### config.mk
export PLATFORM = sky130hd
export DESIGN_NAME = csv_field_tokenizer
export DESIGN_NICKNAME = d
export VERILOG_FILES = /design/src/hdl/cft_pkg.sv /design/src/hdl/cft_front.sv /design/src/hdl/cft_queue.sv /design/src/hdl/cft_back.sv /design/src/hdl/csv_field_tokenizer.sv
export SDC_FILE = /design/constraint.sdc
export NUM_CORES = 1
export LEC_CHECK = 0
export ABC_AREA = 1
export ABC_CLOCK_PERIOD_IN_PS = 10000
export BUFFER_PORTS_ARGS = -buffer_cell sky130_fd_sc_hd__buf_2
export CORE_ASPECT_RATIO = 1.4
export CORE_MARGIN = 8
export CORE_UTILIZATION = 40
export CTS_CLUSTER_SIZE = 25
export DETAILED_ROUTE_END_ITERATION = 6
export PLACE_DENSITY_LB_ADDON = 0.25
export SLEW_MARGIN = 20
export SYNTH_ARGS = -nofsm -noshare
export SYNTH_HDL_FRONTEND = slang
export SYNTH_SLANG_ARGS = --single-unit
### constraint.sdc
create_clock -name clk -period 10 [get_ports clk]
set_input_delay 1.5 -clock clk [delete_from_list [all_inputs] [get_ports clk]]
set_output_delay 1.5 -clock clk [all_outputs]
set_load 0.05 [all_outputs]
### src/hdl/cft_pkg.sv
// Shared types, character codes and the per-byte parse step of the CSV tokenizer.
`timescale 1ns / 1ps
package cft_pkg;

  localparam logic [7:0] CH_QUOTE = 8'h22;
  localparam logic [7:0] CH_COMMA = 8'h2C;
  localparam logic [7:0] CH_LF    = 8'h0A;
  localparam logic [7:0] CH_CR    = 8'h0D;

  localparam logic [15:0] TALLY_MAX = 16'hFFFF;
  localparam logic [1:0]  MAX_RES   = 2'd3;

  typedef enum logic [2:0] {
    MODE_BETWEEN    = 3'd0,
    MODE_PLAIN      = 3'd1,
    MODE_QUOTED     = 3'd2,
    MODE_QUOTE_SEEN = 3'd3,
    MODE_CR_SEEN    = 3'd4
  } mode_t;

  typedef enum logic [1:0] {
    KIND_DATA       = 2'd0,
    KIND_END_FIELD  = 2'd1,
    KIND_END_RECORD = 2'd2
  } kind_t;

  typedef struct packed {
    mode_t       mode;
    logic        closed;
    logic [15:0] tally;
  } state_t;

  // All results of one request; at most one data byte and one record end per request.
  typedef struct packed {
    logic [1:0]      n;
    logic [2:0][1:0] kinds;
    logic [7:0]      data;
    logic [15:0]     tally;
  } bundle_t;

  typedef struct packed {
    state_t  st;
    bundle_t res;
  } step_t;

  function automatic logic [15:0] sat_inc(logic [15:0] t);
    return (t == TALLY_MAX) ? t : t + 16'd1;
  endfunction

  function automatic bundle_t add_kind(bundle_t b, kind_t k);
    bundle_t r;
    r = b;
    if (r.n != MAX_RES) begin
      r.kinds[r.n] = k;
      r.n = r.n + 2'd1;
    end
    return r;
  endfunction

  function automatic step_t close_field(step_t x);
    step_t r;
    r = x;
    r.st.tally  = sat_inc(r.st.tally);
    r.res       = add_kind(r.res, KIND_END_FIELD);
    r.st.closed = 1'b1;
    r.st.mode   = MODE_BETWEEN;
    return r;
  endfunction

  function automatic step_t end_record(step_t x);
    step_t r;
    r = x;
    if (!r.st.closed) begin
      r.st.tally = sat_inc(r.st.tally);
      r.res      = add_kind(r.res, KIND_END_FIELD);
    end
    r.st.closed = 1'b0;
    r.res.tally = r.st.tally;
    r.res       = add_kind(r.res, KIND_END_RECORD);
    r.st.tally  = 16'd0;
    r.st.mode   = MODE_BETWEEN;
    return r;
  endfunction

  function automatic step_t handle_between(step_t x, logic [7:0] c);
    step_t r;
    r = x;
    if (c == CH_CR) begin
      r.st.mode = MODE_CR_SEEN;
    end else if (c == CH_LF) begin
      r = end_record(r);
    end else if (c == CH_COMMA) begin
      if (!r.st.closed) begin
        r.st.tally = sat_inc(r.st.tally);
        r.res      = add_kind(r.res, KIND_END_FIELD);
      end
      r.st.closed = 1'b0;
    end else if (c == CH_QUOTE) begin
      r.st.mode = MODE_QUOTED;
    end else begin
      r.st.mode = MODE_PLAIN;
      r.res     = add_kind(r.res, KIND_DATA);
    end
    return r;
  endfunction

  // One byte through the parser: next state and the results it causes.
  function automatic step_t parse_step(state_t s, logic [7:0] c);
    step_t r;
    logic  again;
    r          = '0;
    r.st       = s;
    r.res.data = c;
    again      = 1'b0;
    unique case (s.mode)
      MODE_PLAIN: begin
        if (c == CH_COMMA || c == CH_LF || c == CH_CR) begin
          r     = close_field(r);
          again = 1'b1;
        end else begin
          r.res = add_kind(r.res, KIND_DATA);
        end
      end
      MODE_QUOTED: begin
        if (c == CH_QUOTE) begin
          r.st.mode = MODE_QUOTE_SEEN;
        end else begin
          r.res = add_kind(r.res, KIND_DATA);
        end
      end
      MODE_QUOTE_SEEN: begin
        if (c == CH_QUOTE) begin
          r.res     = add_kind(r.res, KIND_DATA);
          r.st.mode = MODE_QUOTED;
        end else begin
          r     = close_field(r);
          again = 1'b1;
        end
      end
      MODE_CR_SEEN: begin
        r     = end_record(r);
        again = (c != CH_LF);
      end
      default: begin
        r.st.mode = MODE_BETWEEN;
        again     = 1'b1;
      end
    endcase
    if (again) begin
      r = handle_between(r, c);
    end
    return r;
  endfunction

endpackage

### src/hdl/cft_front.sv
// Front end: accepts bytes, runs the parse step and pushes result bundles.
`timescale 1ns / 1ps
module cft_front (
  input  logic              clk,
  input  logic              rst,
  input  logic              in_valid,
  output logic              in_stall,
  input  logic [7:0]        byte_req,
  input  logic              q_full,
  output logic              push,
  output cft_pkg::bundle_t  push_data
);

  cft_pkg::state_t state;
  cft_pkg::step_t  step;
  logic            accept;

  always_comb begin
    step = cft_pkg::parse_step(state, byte_req);
  end

  assign in_stall  = q_full | rst;
  assign accept    = in_valid & ~in_stall;
  assign push      = accept & (step.res.n != 2'd0);
  assign push_data = step.res;

  always_ff @(posedge clk) begin
    if (rst) begin
      state.mode   <= cft_pkg::MODE_BETWEEN;
      state.closed <= 1'b0;
      state.tally  <= 16'd0;
    end else if (accept) begin
      state <= step.st;
    end
  end

endmodule

### src/hdl/cft_queue.sv
// Bundle queue between the front end and the output sequencer.
`timescale 1ns / 1ps
module cft_queue #(
  parameter int DEPTH = 4
) (
  input  logic              clk,
  input  logic              rst,
  input  logic              push,
  input  cft_pkg::bundle_t  push_data,
  output logic              full,
  input  logic              pop,
  output cft_pkg::bundle_t  pop_data,
  output logic              nonempty
);

  localparam int AW = (DEPTH > 1) ? $clog2(DEPTH) : 1;
  localparam int CW = $clog2(DEPTH + 1);

  cft_pkg::bundle_t slots [DEPTH];
  logic [AW-1:0]    wr_ptr;
  logic [AW-1:0]    rd_ptr;
  logic [CW-1:0]    count;

  assign full     = (count == CW'(DEPTH));
  assign nonempty = (count != '0);
  assign pop_data = slots[rd_ptr];

  always_ff @(posedge clk) begin
    if (push) begin
      slots[wr_ptr] <= push_data;
    end
  end

  always_ff @(posedge clk) begin
    if (rst) begin
      wr_ptr <= '0;
      rd_ptr <= '0;
      count  <= '0;
    end else begin
      if (push) begin
        wr_ptr <= (wr_ptr == AW'(DEPTH - 1)) ? '0 : wr_ptr + AW'(1);
      end
      if (pop) begin
        rd_ptr <= (rd_ptr == AW'(DEPTH - 1)) ? '0 : rd_ptr + AW'(1);
      end
      if (push && !pop) begin
        count <= count + CW'(1);
      end else if (pop && !push) begin
        count <= count - CW'(1);
      end
    end
  end

`ifndef SYNTHESIS
  a_no_overflow: assert property (@(posedge clk) disable iff (rst) push |-> !full)
    else $error("push into full bundle queue");
  a_no_underflow: assert property (@(posedge clk) disable iff (rst) pop |-> nonempty)
    else $error("pop from empty bundle queue");
  a_count_range: assert property (@(posedge clk) disable iff (rst) count <= CW'(DEPTH))
    else $error("bundle queue count out of range");
`endif

endmodule

### src/hdl/cft_back.sv
// Output sequencer: holds one bundle and issues its results one per cycle when not stalled.
`timescale 1ns / 1ps
module cft_back (
  input  logic              clk,
  input  logic              rst,
  input  logic              nonempty,
  input  cft_pkg::bundle_t  pop_data,
  output logic              pop,
  output logic              out_valid,
  input  logic              out_stall,
  output logic [1:0]        kind,
  output logic [7:0]        data_byte,
  output logic [15:0]       fields_in_record,
  output logic              last
);

  cft_pkg::bundle_t cur;
  logic             cur_valid;
  logic [1:0]       idx;
  logic             take;
  logic             done;

  assign out_valid        = cur_valid;
  assign kind             = cur.kinds[idx];
  assign last             = (idx == cur.n - 2'd1);
  assign data_byte        = (kind == cft_pkg::KIND_DATA) ? cur.data : 8'd0;
  assign fields_in_record = (kind == cft_pkg::KIND_END_RECORD) ? cur.tally : 16'd0;

  assign take = cur_valid & ~out_stall;
  assign done = ~cur_valid | (take & last);
  assign pop  = done & nonempty;

  always_ff @(posedge clk) begin
    if (pop) begin
      cur <= pop_data;
    end
  end

  always_ff @(posedge clk) begin
    if (rst) begin
      cur_valid <= 1'b0;
      idx       <= 2'd0;
    end else if (done) begin
      cur_valid <= nonempty;
      idx       <= 2'd0;
    end else if (take) begin
      idx <= idx + 2'd1;
    end
  end

`ifndef SYNTHESIS
  a_idx_in_bundle: assert property (@(posedge clk) disable iff (rst)
    cur_valid |-> (cur.n != 2'd0) && (idx < cur.n))
    else $error("result index outside held bundle");
`endif

endmodule

### src/hdl/csv_field_tokenizer.sv
// Top level of the CSV field tokenizer: front end, bundle queue, output sequencer.
// Path: a request accepted at a clock edge is written into the queue at that edge;
//   its bundle is then loaded from the queue into the output register, and its first
//   result is offered from that register; the queue absorbs bursts.
// Throughput: one request per cycle while each request gives at most one result
//   and out_stall is low; a request with more holds the output until all are taken.
// Reset (rst, synchronous): parser state between fields, count zero, queue and output empty.
`timescale 1ns / 1ps
module csv_field_tokenizer #(
  parameter int QUEUE_DEPTH = 4
) (
  input  logic        clk,
  input  logic        rst,
  input  logic        in_valid,
  output logic        in_stall,
  input  logic [7:0]  byte_req,
  output logic        out_valid,
  input  logic        out_stall,
  output logic [1:0]  kind,
  output logic [7:0]  data_byte,
  output logic [15:0] fields_in_record,
  output logic        last
);

  // Front end to queue: one bundle per accepted request that has any result.
  logic             push;
  cft_pkg::bundle_t push_data;
  logic             q_full;

  // Queue to output sequencer.
  logic             pop;
  cft_pkg::bundle_t pop_data;
  logic             nonempty;

  // Parse each request combinationally; stall when the queue is full or in reset.
  cft_front u_front (
    .clk       (clk),
    .rst       (rst),
    .in_valid  (in_valid),
    .in_stall  (in_stall),
    .byte_req  (byte_req),
    .q_full    (q_full),
    .push      (push),
    .push_data (push_data)
  );

  // Decouple the parser from output back pressure.
  cft_queue #(
    .DEPTH (QUEUE_DEPTH)
  ) u_queue (
    .clk       (clk),
    .rst       (rst),
    .push      (push),
    .push_data (push_data),
    .full      (q_full),
    .pop       (pop),
    .pop_data  (pop_data),
    .nonempty  (nonempty)
  );

  // Serialize bundles into results; the last result of a bundle carries last.
  cft_back u_back (
    .clk              (clk),
    .rst              (rst),
    .nonempty         (nonempty),
    .pop_data         (pop_data),
    .pop              (pop),
    .out_valid        (out_valid),
    .out_stall        (out_stall),
    .kind             (kind),
    .data_byte        (data_byte),
    .fields_in_record (fields_in_record),
    .last             (last)
  );

endmodule

==> reports/qor.yml, run 1 <==
logic_synthesis:
  yosysTopAreaCell: "edfxtp_1"
  synth_seq_cells: 190
  synth_area_um2: 9460
  synthArstFlopShare_pct: 0
  netlist_top_cells_area: "edfxtp_1 (51%), nand2_1 (6.6%), dfxtp_1 (6.3%), o21ai_0 (6.0%), nor2_1 (5.8%)"
  synthTopCellsByCount: "nand2_1 (167), edfxtp_1 (160), nor2_1 (146)"
  synthCells: 1027
  synth-seq-area-share_pct: 57.1
  synth_top_area_share_pct: 50.8
  synth_edf_count: 160
  netlist-cell-type-count: 49
  synth_area_per_cell_um2: 9.22
  synth_flop_cell: "edfxtp_1"
  yosysWarnings: 0
  yosysMostFrequentCell: "nand2_1"
worst_setup_path:
  start_kind: "input port"
  max_stage_delay_ns: 0.69
  critPathRequiredTime_ns: 10.33
  worstRegToRegCells: 19
  worstReg2RegEnd: "u_queue.count[2]$_SDFFE_PP0P_"
  path_class: "input port to flop"
  path_max_fanout: 19
  path_common_cell: "nand2_1"
  ff2ff_setup_slack_ns: 5.62
  path_delay_family: "simple AND/OR/NAND/NOR gates"
  cp.arrival_ns: 5.87
  worstSetupEndpointType: "flop"
  timing.rr.start: "u_front.state[18]$_SDFFE_PP0P_"
  path_buf_inv: 6
  cp_cell_sequence: "buf_2 > inv_2 > nand2_1 > nor2_1 > nand2_1 > buf_4 > nand3_1 > nand2_1 > nand2_2 > inv_1 > nand2_2 > nand2_2 > nor2_2 > o2111ai_1 > nand3_1 > nand2_1 > inv_2 > ha_1 > inv_1 > fa_1 > a21oi_1 > o21ai_0 > o21ai_0 > a21oi_1"
  slowest_stage: "nor2_2"
cells_and_area:
  antenna_cells: 0
  drive_gt1_share_pct: 12.5
  fin_area_um2: 10700
  final_nets: 1083
  stdcell_count: 1381
  syn_to_final_growth_pct: 13.2
  post-route-util_pct: 46.0
  n_fill_cell: 2269
route:
  final_antenna_net_count: 0
  drt-total-wl_um: 23100
  first_pass_iters: 6
  vias: 7179
  drt-initial-drc-count: 537
  drc_errors: 0
  routed_via_density: 5.20
  wl_per_cell_um: 16.7
pwr:
  peakVddDrop_mv: 0.169
  power_density_nw_per_um2: 255
  p_leak_nw: 3.99
floorplanning:
  dieArea_um2: 28900
  die_w_um: 146
  ios: 41
  dieHeight_um: 198
  initial_core_util_pct: 40.6
  core_um2: 23300
  rows: 66
sta:
  period_needed_ns: 5.55
  setup_slack_ns: 4.45
  hold_violations: 0
  setup_viol: 0
  slew_violations: 0
  final.setup.tns_ns: 0
  post-route-period-util_pct: 55.5
  skew_ns: 0.0118
  tightest_slew_ns: 1.04
  rsz0062_at_grt: "no"
  max_freq_mhz: 180
  slew_headroom_pct: 30.7
global_routing:
  grt_start_max_net_pins: 68
  grt_usage_pct: 16.3
  grt_pass1_wl_um: 37100
  grt_pass1_vias: 6798
  grt_antenna_before_repair: 0
  overflow: 0
clock_tree:
  cts_root_buffer: "clkbuf_16"
  clk_pin_slew_ns: 0.07
  cts_setup_buffers: 0
  ctsResizeCount: 0
  numCtsBuffers: 17
  clockBufferDepth: 2
  cts_tree: "yes"
  worstSkewPairLatency_ns: 0.44
  cts.sinks: 190
  hold_buffers: 0
  htreeDepth: 4
hold_path:
  hold_end: "u_queue.count[2]$_SDFFE_PP0P_"
  min_from: "u_queue.count[2]$_SDFFE_PP0P_"
  hp-class: "flop to flop"
  min_path_cells: 2
place:
  post-dp-hpwl_um: 15500
  dp_cells: 1345
  pre_cts_ws_ns: 3.92
  place_area_um2: 9990
  port_buffers: 40
  place.gp.congestion: 0.888
outcome:
  run_status: "finished clean"
job:
  cap_violations: 0
-- per-stage QoR --
step / hold WS (ns) / total power [W]
floorplan: 0.454 / 0.00177
global route: 0.551 / 0.00289
finish: 0.503 / 0.00274
detailed placement: 0.484 / 0.00203
CTS: 0.499 / 0.00275
global placement: 0.475 / 0.00201
-- kinds of logic (layout without fill, tap and decap cells) --
group,Yosys count,count (layout),synth area share [%]
and+or+nand+nor,424,424,19.8
AOI/OAI and AO/OA,236,236,14.2
DFF,190,190,57.1
buffers and inverters,152,197,6.21
xor gates and xnor gates,15,15,1.39
adders and majority gates,9,9,1.27
other,1,4,0.0396
-- worst min-delay path, delay by kind of cell, from the launching register on --
family	cells	cell delay, ns
buffers and inverters	1	0.08
AOI/OAI and AO/OA	1	0.06
DFF	1	0.31
-- routing by layer --
metal,track usage (%),up-vias,part of all wire (%)
met2,29.2,157,52
met4,6.66,0,2.2
met5,0,-,0
li1,-,3584,-
met3,3.34,39,4.3
met1,18.8,3399,42
-- cell type report --
class                   instances  area, um2  area share [%]
inverters                     114        428            3.99
clock inverters                14        189            1.76
multi-input cells             688       3520            32.8
flip-flops and latches        190       5410            50.4
repair buffers                 51        363            3.39
clock buffers                  18        429            4.00
well taps                     306        383            3.57
-- placed cells by master (no fill, tap or decap), types with 3 or more instances in the layout --
cell type	count
clkbuf_16	17
or2_2	5
o21ai_0	113
o22ai_1	34
o21ai_1	13
inv_2	4
o211ai_1	3
inv_6	3
buf_2	40
and2_1	4
inv_1	106
a21oi_1	31
nand2_1	167
buf_4	7
nand3_1	47
a32oi_1	3
nor2_1	141
buf_16	4
dfxtp_1	29
nor2_2	5
xnor2_1	3
nor3_1	8
conb_1	4
clkinv_2	3
a22oi_1	15
nor2_4	10
edfxtp_1	160
o21bai_1	6
a21boi_1	8
nand2_2	20
clkinv_1	5
xor2_1	12
ha_1	8
bufinv_16	4
nand4_1	7
-- worst max-delay path by stage --
stage,from,endpoint,slack [ns],cells past startpoint
global route,byte_req[6],u_queue.count[2]$_SDFFE_PP0P_,4.02,24
finish,byte_req[4],u_queue.count[2]$_SDFFE_PP0P_,4.45,24
detailed placement,byte_req[4],u_queue.slots[2][3]$_DFFE_PP_,3.92,17
global placement,byte_req[6],u_queue.slots[2][6]$_DFFE_PP_,4.05,17
CTS,byte_req[4],u_queue.slots[2][11]$_DFFE_PP_,4.39,17
floorplan,byte_req[6],u_queue.slots[0][0]$_DFFE_PP_,5.17,15
-- flip-flops by register name, indices dropped and copies added, names as in the netlist --
name	count
u_queue.rd_ptr	2
u_queue.wr_ptr	2
u_queue.count	3
u_back.idx	2
u_queue.slots	128
u_back.out_valid	1
u_front.state	20
u_back.cur	32
-- power by group --
group / total [W] / internal [W] / switching, W / leakage [nW]
Clock: 0.000721 / 0.000419 / 0.000302 / 0.299
Combinational: 0.000923 / 0.000247 / 0.000676 / 2.04
Sequential: 0.00109 / 0.00103 / 0.0000590 / 1.65
(Power assumes the default switching activity.)
==> run 2, diff against run 1 <==
--- a/config.mk
+++ b/config.mk
@@ -6,7 +6,7 @@
 export NUM_CORES = 1
 export LEC_CHECK = 0
 export ABC_AREA = 1
-export ABC_CLOCK_PERIOD_IN_PS = 10000
+export ABC_CLOCK_PERIOD_IN_PS = 4800
 export BUFFER_PORTS_ARGS = -buffer_cell sky130_fd_sc_hd__buf_2
 export CORE_ASPECT_RATIO = 1.4
 export CORE_MARGIN = 8
==> constraint.sdc (replaced) <==
create_clock -name clk -period 4.8 [get_ports clk]
set_input_delay 0.72 -clock clk [delete_from_list [all_inputs] [get_ports clk]]
set_output_delay 0.72 -clock clk [all_outputs]
set_load 0.05 [all_outputs]
==> reports/qor.yml, run 2 (same netlist as run 1, synthesis figures left out) <==
sta:
  slew_violations: 0  # unchanged
  tightest_slew_ns: 0.757  # was 1.04 ns
  setup_slack_ns: 0.835  # was 4.45 ns
  period_needed_ns: 3.97
  skew_ns: 0.0116  # was 0.0118 ns
  max_freq_mhz: 252
  rsz0062_at_grt: "no"  # unchanged
  final.setup.tns_ns: 0  # unchanged
  setup_viol: 0  # unchanged
  slew_headroom_pct: 49.2  # was 30.7%
  timing.hold.ws_ns: 0.472  # was 0.503 ns
  hold_violations: 0  # unchanged
  post-route-period-util_pct: 82.6
cells_and_area:
  antenna_cells: 0  # unchanged
  final_cell_mix: "nand2_1 (167), edfxtp_1 (160), nor2_1 (141)"  # unchanged
  syn_to_final_growth_pct: 13.4  # was 13.2%
  n_fill_cell: 2265  # was 2269
  final_common_cell: "nand2_1"  # unchanged
  largest_reg_flops: 128  # unchanged
  top_register: "u_queue.slots"  # unchanged
  drive_gt1_share_pct: 13.5  # was 12.5%
  reg_top3: "u_queue.slots x128, u_back.cur x32, u_front.state x20"  # unchanged
  final_nets: 1096  # was 1083
worst_setup_path:
  critPathLaunch: "u_front.state[0]$_SDFFE_PP0P_"  # was byte_req[4]
  worstSetupEndpointType: "flop"  # unchanged
  cp.arrival_ns: 4.12  # was 5.87 ns
  ff2ff_setup_slack_ns: 0.83  # was 5.62 ns
  cp_cell_sequence: "ha_1 > nand2_2 > nor2_4 > inv_2 > nor2_4 > nand3_2 > xor2_1 > nand2_1 > nand2_1 > ha_1 > nand3_2 > inv_1 > nand2_2 > nor2_2 > nand3_1 > and3_1 > o21ai_0"  # was buf_2 > inv_2 > nand2_1 > nor2_1 > nand2_1 > buf_4 > nand3_1 > nand2_1 > nand2_2 > inv_1 > nand2_2 > nand2_2 > nor2_2 > o2111ai_1 > nand3_1 > nand2_1 > inv_2 > ha_1 > inv_1 > fa_1 > a21oi_1 > o21ai_0 > o21ai_0 > a21oi_1
  start_kind: "flop"  # was input port
  path_max_fanout: 13  # was 19
  path_class: "flop to flop"  # was input port to flop
  slowest_stage: "dfxtp_1"  # was nor2_2
  timing.rr.start: "u_front.state[0]$_SDFFE_PP0P_"  # was u_front.state[18]$_SDFFE_PP0P_
  critPathRequiredTime_ns: 4.96  # was 10.33 ns
  max_stage_delay_ns: 0.52  # was 0.69 ns
clock_tree:
  cts_setup_buffers: 0  # unchanged
  cts_root_buffer: "clkbuf_16"  # unchanged
  hold_buffers: 0  # unchanged
  worstSkewPairLatency_ns: 0.44  # about the same
  cts_tree: "yes"  # unchanged
  htreeDepth: 4  # unchanged
  numCtsBuffers: 17  # unchanged
  clockBufferDepth: 2  # unchanged
  ctsResizeCount: 0  # unchanged
  clk_pin_slew_ns: 0.06  # was 0.07 ns
  cts.sinks: 190  # unchanged
global_routing:
  grt_usage_pct: 16.4  # was 16.3%
  grt_pass1_wl_um: 37300  # was 37100 um
  grt_antenna_before_repair: 0  # unchanged
  overflow: 0  # unchanged
  grt_start_max_net_pins: 68  # unchanged
  grt_pass1_vias: 7032  # was 6798
route:
  final_antenna_net_count: 0  # unchanged
  drc_errors: 0  # unchanged
  drt-total-wl_um: 23400  # was 23100 um
  wl_per_cell_um: 16.8  # was 16.7 um
  routed_via_density: 5.22  # was 5.20
  vias: 7273  # was 7179
  first_pass_iters: 6  # unchanged
  drt-initial-drc-count: 538  # was 537
floorplanning:
  dieHeight_um: 198  # unchanged
  dieArea_um2: 28900  # unchanged
  die_w_um: 146  # unchanged
  rows: 66  # unchanged
  ios: 41  # unchanged
  initial_core_util_pct: 40.6  # unchanged
  core_um2: 23300  # unchanged
outcome:
  run_status: "finished clean"  # unchanged
pwr:
  p_total_w: 0.00567  # was 0.00274 W
  peakVddDrop_mv: 0.274  # was 0.169 mV
  p_leak_nw: 4.02  # was 3.99 nW
  power_density_nw_per_um2: 528  # was 255 nW/um2
place:
  port_buffers: 40  # unchanged
  post-dp-hpwl_um: 15400  # was 15500 um
  pre_cts_ws_ns: 0.734  # was 3.92 ns
  place.gp.congestion: 0.867  # was 0.888
job:
  cap_violations: 0  # unchanged
hold_path:
  hp-class: "flop to flop"  # unchanged
  min_from: "u_queue.rd_ptr[1]$_SDFFE_PP0P_"  # was u_queue.count[2]$_SDFFE_PP0P_
==> run 2: cell count changes in the layout (fill, tap and decap cells not counted), sizes merged <==
cell,delta
buf,+13
inv,-1
==> run 2: stage by stage <==
step / cell area, um2 / std cells / utilization, %
after detailed placement: 10100 / 1362 / 43.4
final: 10700 / 1393 / 46.1
after global placement: 10100 / 1362 / 43.4
after global routing: 10700 / 1393 / 46.1
after floorplan: 9480 / 1030 / -
after CTS: 10700 / 1393 / 46.1
==> run 2: worst max-delay path, delay by kind of cell, from the launching register on <==
kind	cells	cell delay (ns)
XOR/XNOR	1	0.29
AND/OR/NAND/NOR	11	1.67
flip-flops	1	0.52
buffers and inverters	2	0.16
adder cells (fa/ha/maj)	2	0.56
AO/OA/AOI/OAI	1	0.46
==> run 2: final cells by class <==
class                      count  area [um2]  share of cell area [%]
clock inverter                13         189                    1.76
tap                          306         383                    3.57
multi-input combinational    688        3520                    32.8
sequential                   190        5410                    50.4
timing repair buffer          64         380                    3.54
inverter                     114         428                    3.99
clock buffer                  18         429                    4.00
==> run 2: final timing paths <==
kind / to / cells past startpoint
setup reg to reg: u_queue.slots[1][14]$_DFFE_PP_ / 17
hold / removal: u_queue.rd_ptr[1]$_SDFFE_PP0P_ / 2
setup / recovery: u_queue.slots[1][14]$_DFFE_PP_ / 17
hold reg to reg: u_queue.rd_ptr[1]$_SDFFE_PP0P_ / 2
==> run 2: metal layers <==
layer,up-vias,wire [um],part of all wire (%),GRT usage (%)
met5,-,0,0,0
met4,0,673,2.9,7.16
met3,51,968,4.1,3.50
met2,192,11800,50,28.9
met1,3436,9970,43,19.0
li1,3594,-,-,-
==> run 2: report_power, final <==
part           leakage (nW)  total, W  switching [W]  internal (W)
registers              1.65   0.00227       0.000115       0.00215
logic                  2.08   0.00192        0.00143      0.000497
clock network         0.297   0.00148       0.000610      0.000872
==> run 3, diff against run 2 <==
--- a/config.mk
+++ b/config.mk
@@ -5,8 +5,8 @@
 export SDC_FILE = /design/constraint.sdc
 export NUM_CORES = 1
 export LEC_CHECK = 0
-export ABC_AREA = 1
-export ABC_CLOCK_PERIOD_IN_PS = 4800
+export ABC_AREA = 0
+export ABC_CLOCK_PERIOD_IN_PS = 3400
 export BUFFER_PORTS_ARGS = -buffer_cell sky130_fd_sc_hd__buf_2
 export CORE_ASPECT_RATIO = 1.4
 export CORE_MARGIN = 8
==> constraint.sdc (replaced) <==
create_clock -name clk -period 3.4 [get_ports clk]
set_input_delay 0.51 -clock clk [delete_from_list [all_inputs] [get_ports clk]]
set_output_delay 0.51 -clock clk [all_outputs]
set_load 0.05 [all_outputs]
==> reports/qor.yml, run 3 <==
worst_setup_path:
  critPathLaunch: "byte_req[2]"  # was u_front.state[0]$_SDFFE_PP0P_
  slowest_stage: "or4b_4"  # was dfxtp_1
  path_max_fanout: 3  # was 13
  cp.arrival_ns: 3.91  # was 4.12 ns
  start_kind: "input port"  # was flop
  max_stage_delay_ns: 0.55  # was 0.52 ns
  path_buf_inv: 4  # was 2
  path_delay_family: "compound AO/OA/AOI/OAI gates"  # was simple AND/OR/NAND/NOR gates
  cp_cell_sequence: "buf_6 > or4b_4 > o31ai_4 > buf_6 > a21oi_4 > buf_6 > o211ai_1 > nor3_1 > a211oi_2 > o21a_1 > ha_4 > inv_2 > fa_2 > xor2_1 > or3_1 > a21oi_1"  # was ha_1 > nand2_2 > nor2_4 > inv_2 > nor2_4 > nand3_2 > xor2_1 > nand2_1 > nand2_1 > ha_1 > nand3_2 > inv_1 > nand2_2 > nor2_2 > nand3_1 > and3_1 > o21ai_0
  path_class: "input port to flop"  # was flop to flop
  path_common_cell: "buf_6"
  critPathRequiredTime_ns: 3.77  # was 4.96 ns
  timing.rr.start: "u_front.state[10]$_SDFFE_PP0P_"  # was u_front.state[0]$_SDFFE_PP0P_
  worstSetupEndpointType: "flop"  # unchanged
floorplanning:
  rows: 65  # was 66
  dieArea_um2: 28200  # was 28900 um2
  ios: 41  # unchanged
  die_w_um: 144  # was 146 um
  initial_core_util_pct: 40.7  # was 40.6%
  dieHeight_um: 195  # was 198 um
  core_um2: 22600  # was 23300 um2
route:
  drt-total-wl_um: 28900  # was 23400 um
  vias: 7310  # was 7273
  first_pass_iters: 5  # was 6
  drc_errors: 0  # unchanged
  routed_via_density: 5.65  # was 5.22
  final_antenna_net_count: 0  # unchanged
  wl_per_cell_um: 22.4  # was 16.8 um
  drt-initial-drc-count: 602  # was 538
clock_tree:
  htreeDepth: 4  # unchanged
  hold_buffers: 0  # unchanged
  worstSkewPairLatency_ns: 0.44  # about the same
  clk_pin_slew_ns: 0.07  # was 0.06 ns
  cts.sinks: 190  # unchanged
  numCtsBuffers: 17  # unchanged
  clockBufferDepth: 2  # unchanged
  cts_root_buffer: "clkbuf_16"  # unchanged
  cts_tree: "yes"  # unchanged
pwr:
  p_leak_nw: 4.66  # was 4.02 nW
  peakVddDrop_mv: 0.487  # was 0.274 mV
  p_total_w: 0.00755  # was 0.00567 W
  power_density_nw_per_um2: 598  # was 528 nW/um2
cells_and_area:
  final_nets: 1001  # was 1096
  final_common_cell: "buf_4"  # was nand2_1
  reg_top3: "u_queue.slots x128, u_back.cur x32, u_front.state x20"  # unchanged
  antenna_cells: 0  # unchanged
  top_register: "u_queue.slots"  # unchanged
  drive_gt1_share_pct: 42.6  # was 13.5%
  largest_reg_flops: 128  # unchanged
  final_cell_mix: "buf_4 (206), edfxtp_1 (160), nand2_1 (44)"  # was nand2_1 (167), edfxtp_1 (160), nor2_1 (141)
  syn_to_final_growth_pct: 37.0  # was 13.4%
sta:
  skew_ns: 0.0129  # was 0.0116 ns
  slew_violations: 0  # unchanged
  timing.hold.ws_ns: 0.381  # was 0.472 ns
  setup_viol: 22  # was 0
  hold_violations: 0  # unchanged
  rsz0062_at_grt: "yes"  # was no
  max_freq_mhz: 283
  period_needed_ns: 3.54
  slew_headroom_pct: 41.6  # was 49.2%
  tightest_slew_ns: 0.873  # was 0.757 ns
  setup_slack_ns: -0.140  # was 0.835 ns
  post-route-period-util_pct: 104
logic_synthesis:
  netlist-cell-type-count: 76  # was 49
  netlist_top_cells_area: "edfxtp_1 (52%), mux4_2 (7.8%), dfxtp_1 (6.5%), and2_1 (2.4%), nand2_1 (1.9%)"  # was edfxtp_1 (51%), nand2_1 (6.6%), dfxtp_1 (6.3%), o21ai_0 (6.0%), nor2_1 (5.8%)
  yosysMostFrequentCell: "edfxtp_1"  # was nand2_1
  synth_edf_count: 160  # unchanged
  yosysWarnings: 0  # unchanged
  synth_area_per_cell_um2: 12.6  # was 9.22 um2
  synth_area_um2: 9210  # was 9460 um2
  synthTopCellsByCount: "edfxtp_1 (160), nand2_1 (47), nor2_1 (46)"  # was nand2_1 (167), edfxtp_1 (160), nor2_1 (146)
  synth_top_area_share_pct: 52.2  # was 50.8%
  yosysTopAreaCell: "edfxtp_1"  # unchanged
  synthCells: 732  # was 1027
  synth_seq_cells: 190  # unchanged
  synth_flop_cell: "edfxtp_1"  # unchanged
  synthArstFlopShare_pct: 0  # unchanged
  synth-seq-area-share_pct: 58.7  # was 57.1%
global_routing:
  grt_start_max_net_pins: 30  # was 68
  grt_antenna_before_repair: 0  # unchanged
  overflow: 0  # unchanged
  grt_pass1_wl_um: 43900  # was 37300 um
  grt_usage_pct: 20.8  # was 16.4%
  grt_pass1_vias: 7646  # was 7032
job:
  cap_violations: 0  # unchanged
outcome:
  failed_checks: "negative setup slack"
  run_status: "complete, but fails checks"  # was finished clean
place:
  port_buffers: 40  # unchanged
  place.gp.congestion: 0.944  # was 0.867
  post-dp-hpwl_um: 21100  # was 15400 um
hold_path:
  min_from: "out_stall"  # was u_queue.rd_ptr[1]$_SDFFE_PP0P_
  hp-class: "input port to flop"  # was flop to flop
run 3: cell types whose count changed after synthesis, moves of 16 or more:
cell,previous run,this run
nand2_2,20,0
nand2_1,167,47
and2_1,4,35
nand3_1,47,22
mux2i_1,0,16
o21ai_0,113,32
inv_1,107,15
o22ai_1,34,13
mux4_2,0,32
nor2_1,146,46
run 3: cell type report:
class,count,area (um2)
Clock inverter,14,154
Clock buffer,18,429
Tap cell,301,377
Inverter,16,60.1
Sequential cell,190,5410
Fill cell,1961,10000
Timing Repair Buffer,264,2060
Multi-Input combinational cell,491,4110
run 3: timing repair:
action                                  4_1_cts  5_1_grt
buffers inserted                             15        9
cloned                                        0        2
endpoints found under the hold margin         0        0
pin swaps                                    21       27
endpoints found under the setup margin       76      201
gates resized for setup                      56       48
run 3: worst register-to-register path: cells and delay by family (launching register included):
kind / cells / cell delay [ns]
compound gates: 6 / 1.43
buf+inv: 5 / 0.90
flops: 1 / 0.38
simple gates: 3 / 0.64
run 3: through the flow:
stage                     instance area (um2)  instances  util (%)  setup TNS [ns]  worst slack [ns]
after global placement                  11300       1240      50.2          -72.35            -0.702
after CTS                               12300       1286      54.2           -1.08            -0.126
after detailed placement                11300       1240      50.2          -89.01            -0.756
after global routing                    12600       1294      55.8           -4.05            -0.313
after floorplan                          9360        735         -           -9.51            -0.308
final                                   12600       1294      55.8           -1.07            -0.140
run 3: per-layer routing:
metal | routed length, um | track usage [%] | share of wire [%]
met3 | 1070 | 2.98 | 3.7
met4 | 1450 | 11.9 | 5.0
met1 | 11200 | 23.5 | 39
met2 | 15200 | 36.6 | 53
met5 | 0 | 0 | 0
run 3: path summary, 6_finish.rpt:
kind                                          to  slack (ns)  cells past startpoint
setup / recovery   u_queue.count[2]$_SDFFE_PP0P_       -0.14                     16
hold / removal        u_back.idx[0]$_SDFFE_PP0P_        0.38                      3
setup reg to reg  u_front.state[14]$_SDFFE_PP0P_       -0.03                     14
hold reg to reg       u_back.idx[1]$_SDFFE_PP0P_        0.51                      2
run 3: where the power goes:
part	internal (W)	total, W	switching, W
Combinational	0.000900	0.00238	0.00148
Sequential	0.00298	0.00318	0.000194
Clock	0.00110	0.00199	0.000898
run 3: cells by family (layout without fill, tap and decap cells):
family | Yosys count | after routing | share of synthesized area [%]
xor+xnor | 22 | 22 | 2.09
buf+inv | 54 | 312 | 2.27
mux | 49 | 49 | 9.69
simple gates | 232 | 232 | 13.1
flops | 190 | 190 | 58.7
fa+ha+maj | 9 | 9 | 1.30
other cells | 1 | 4 | 0.0407
compound gates | 175 | 175 | 12.7
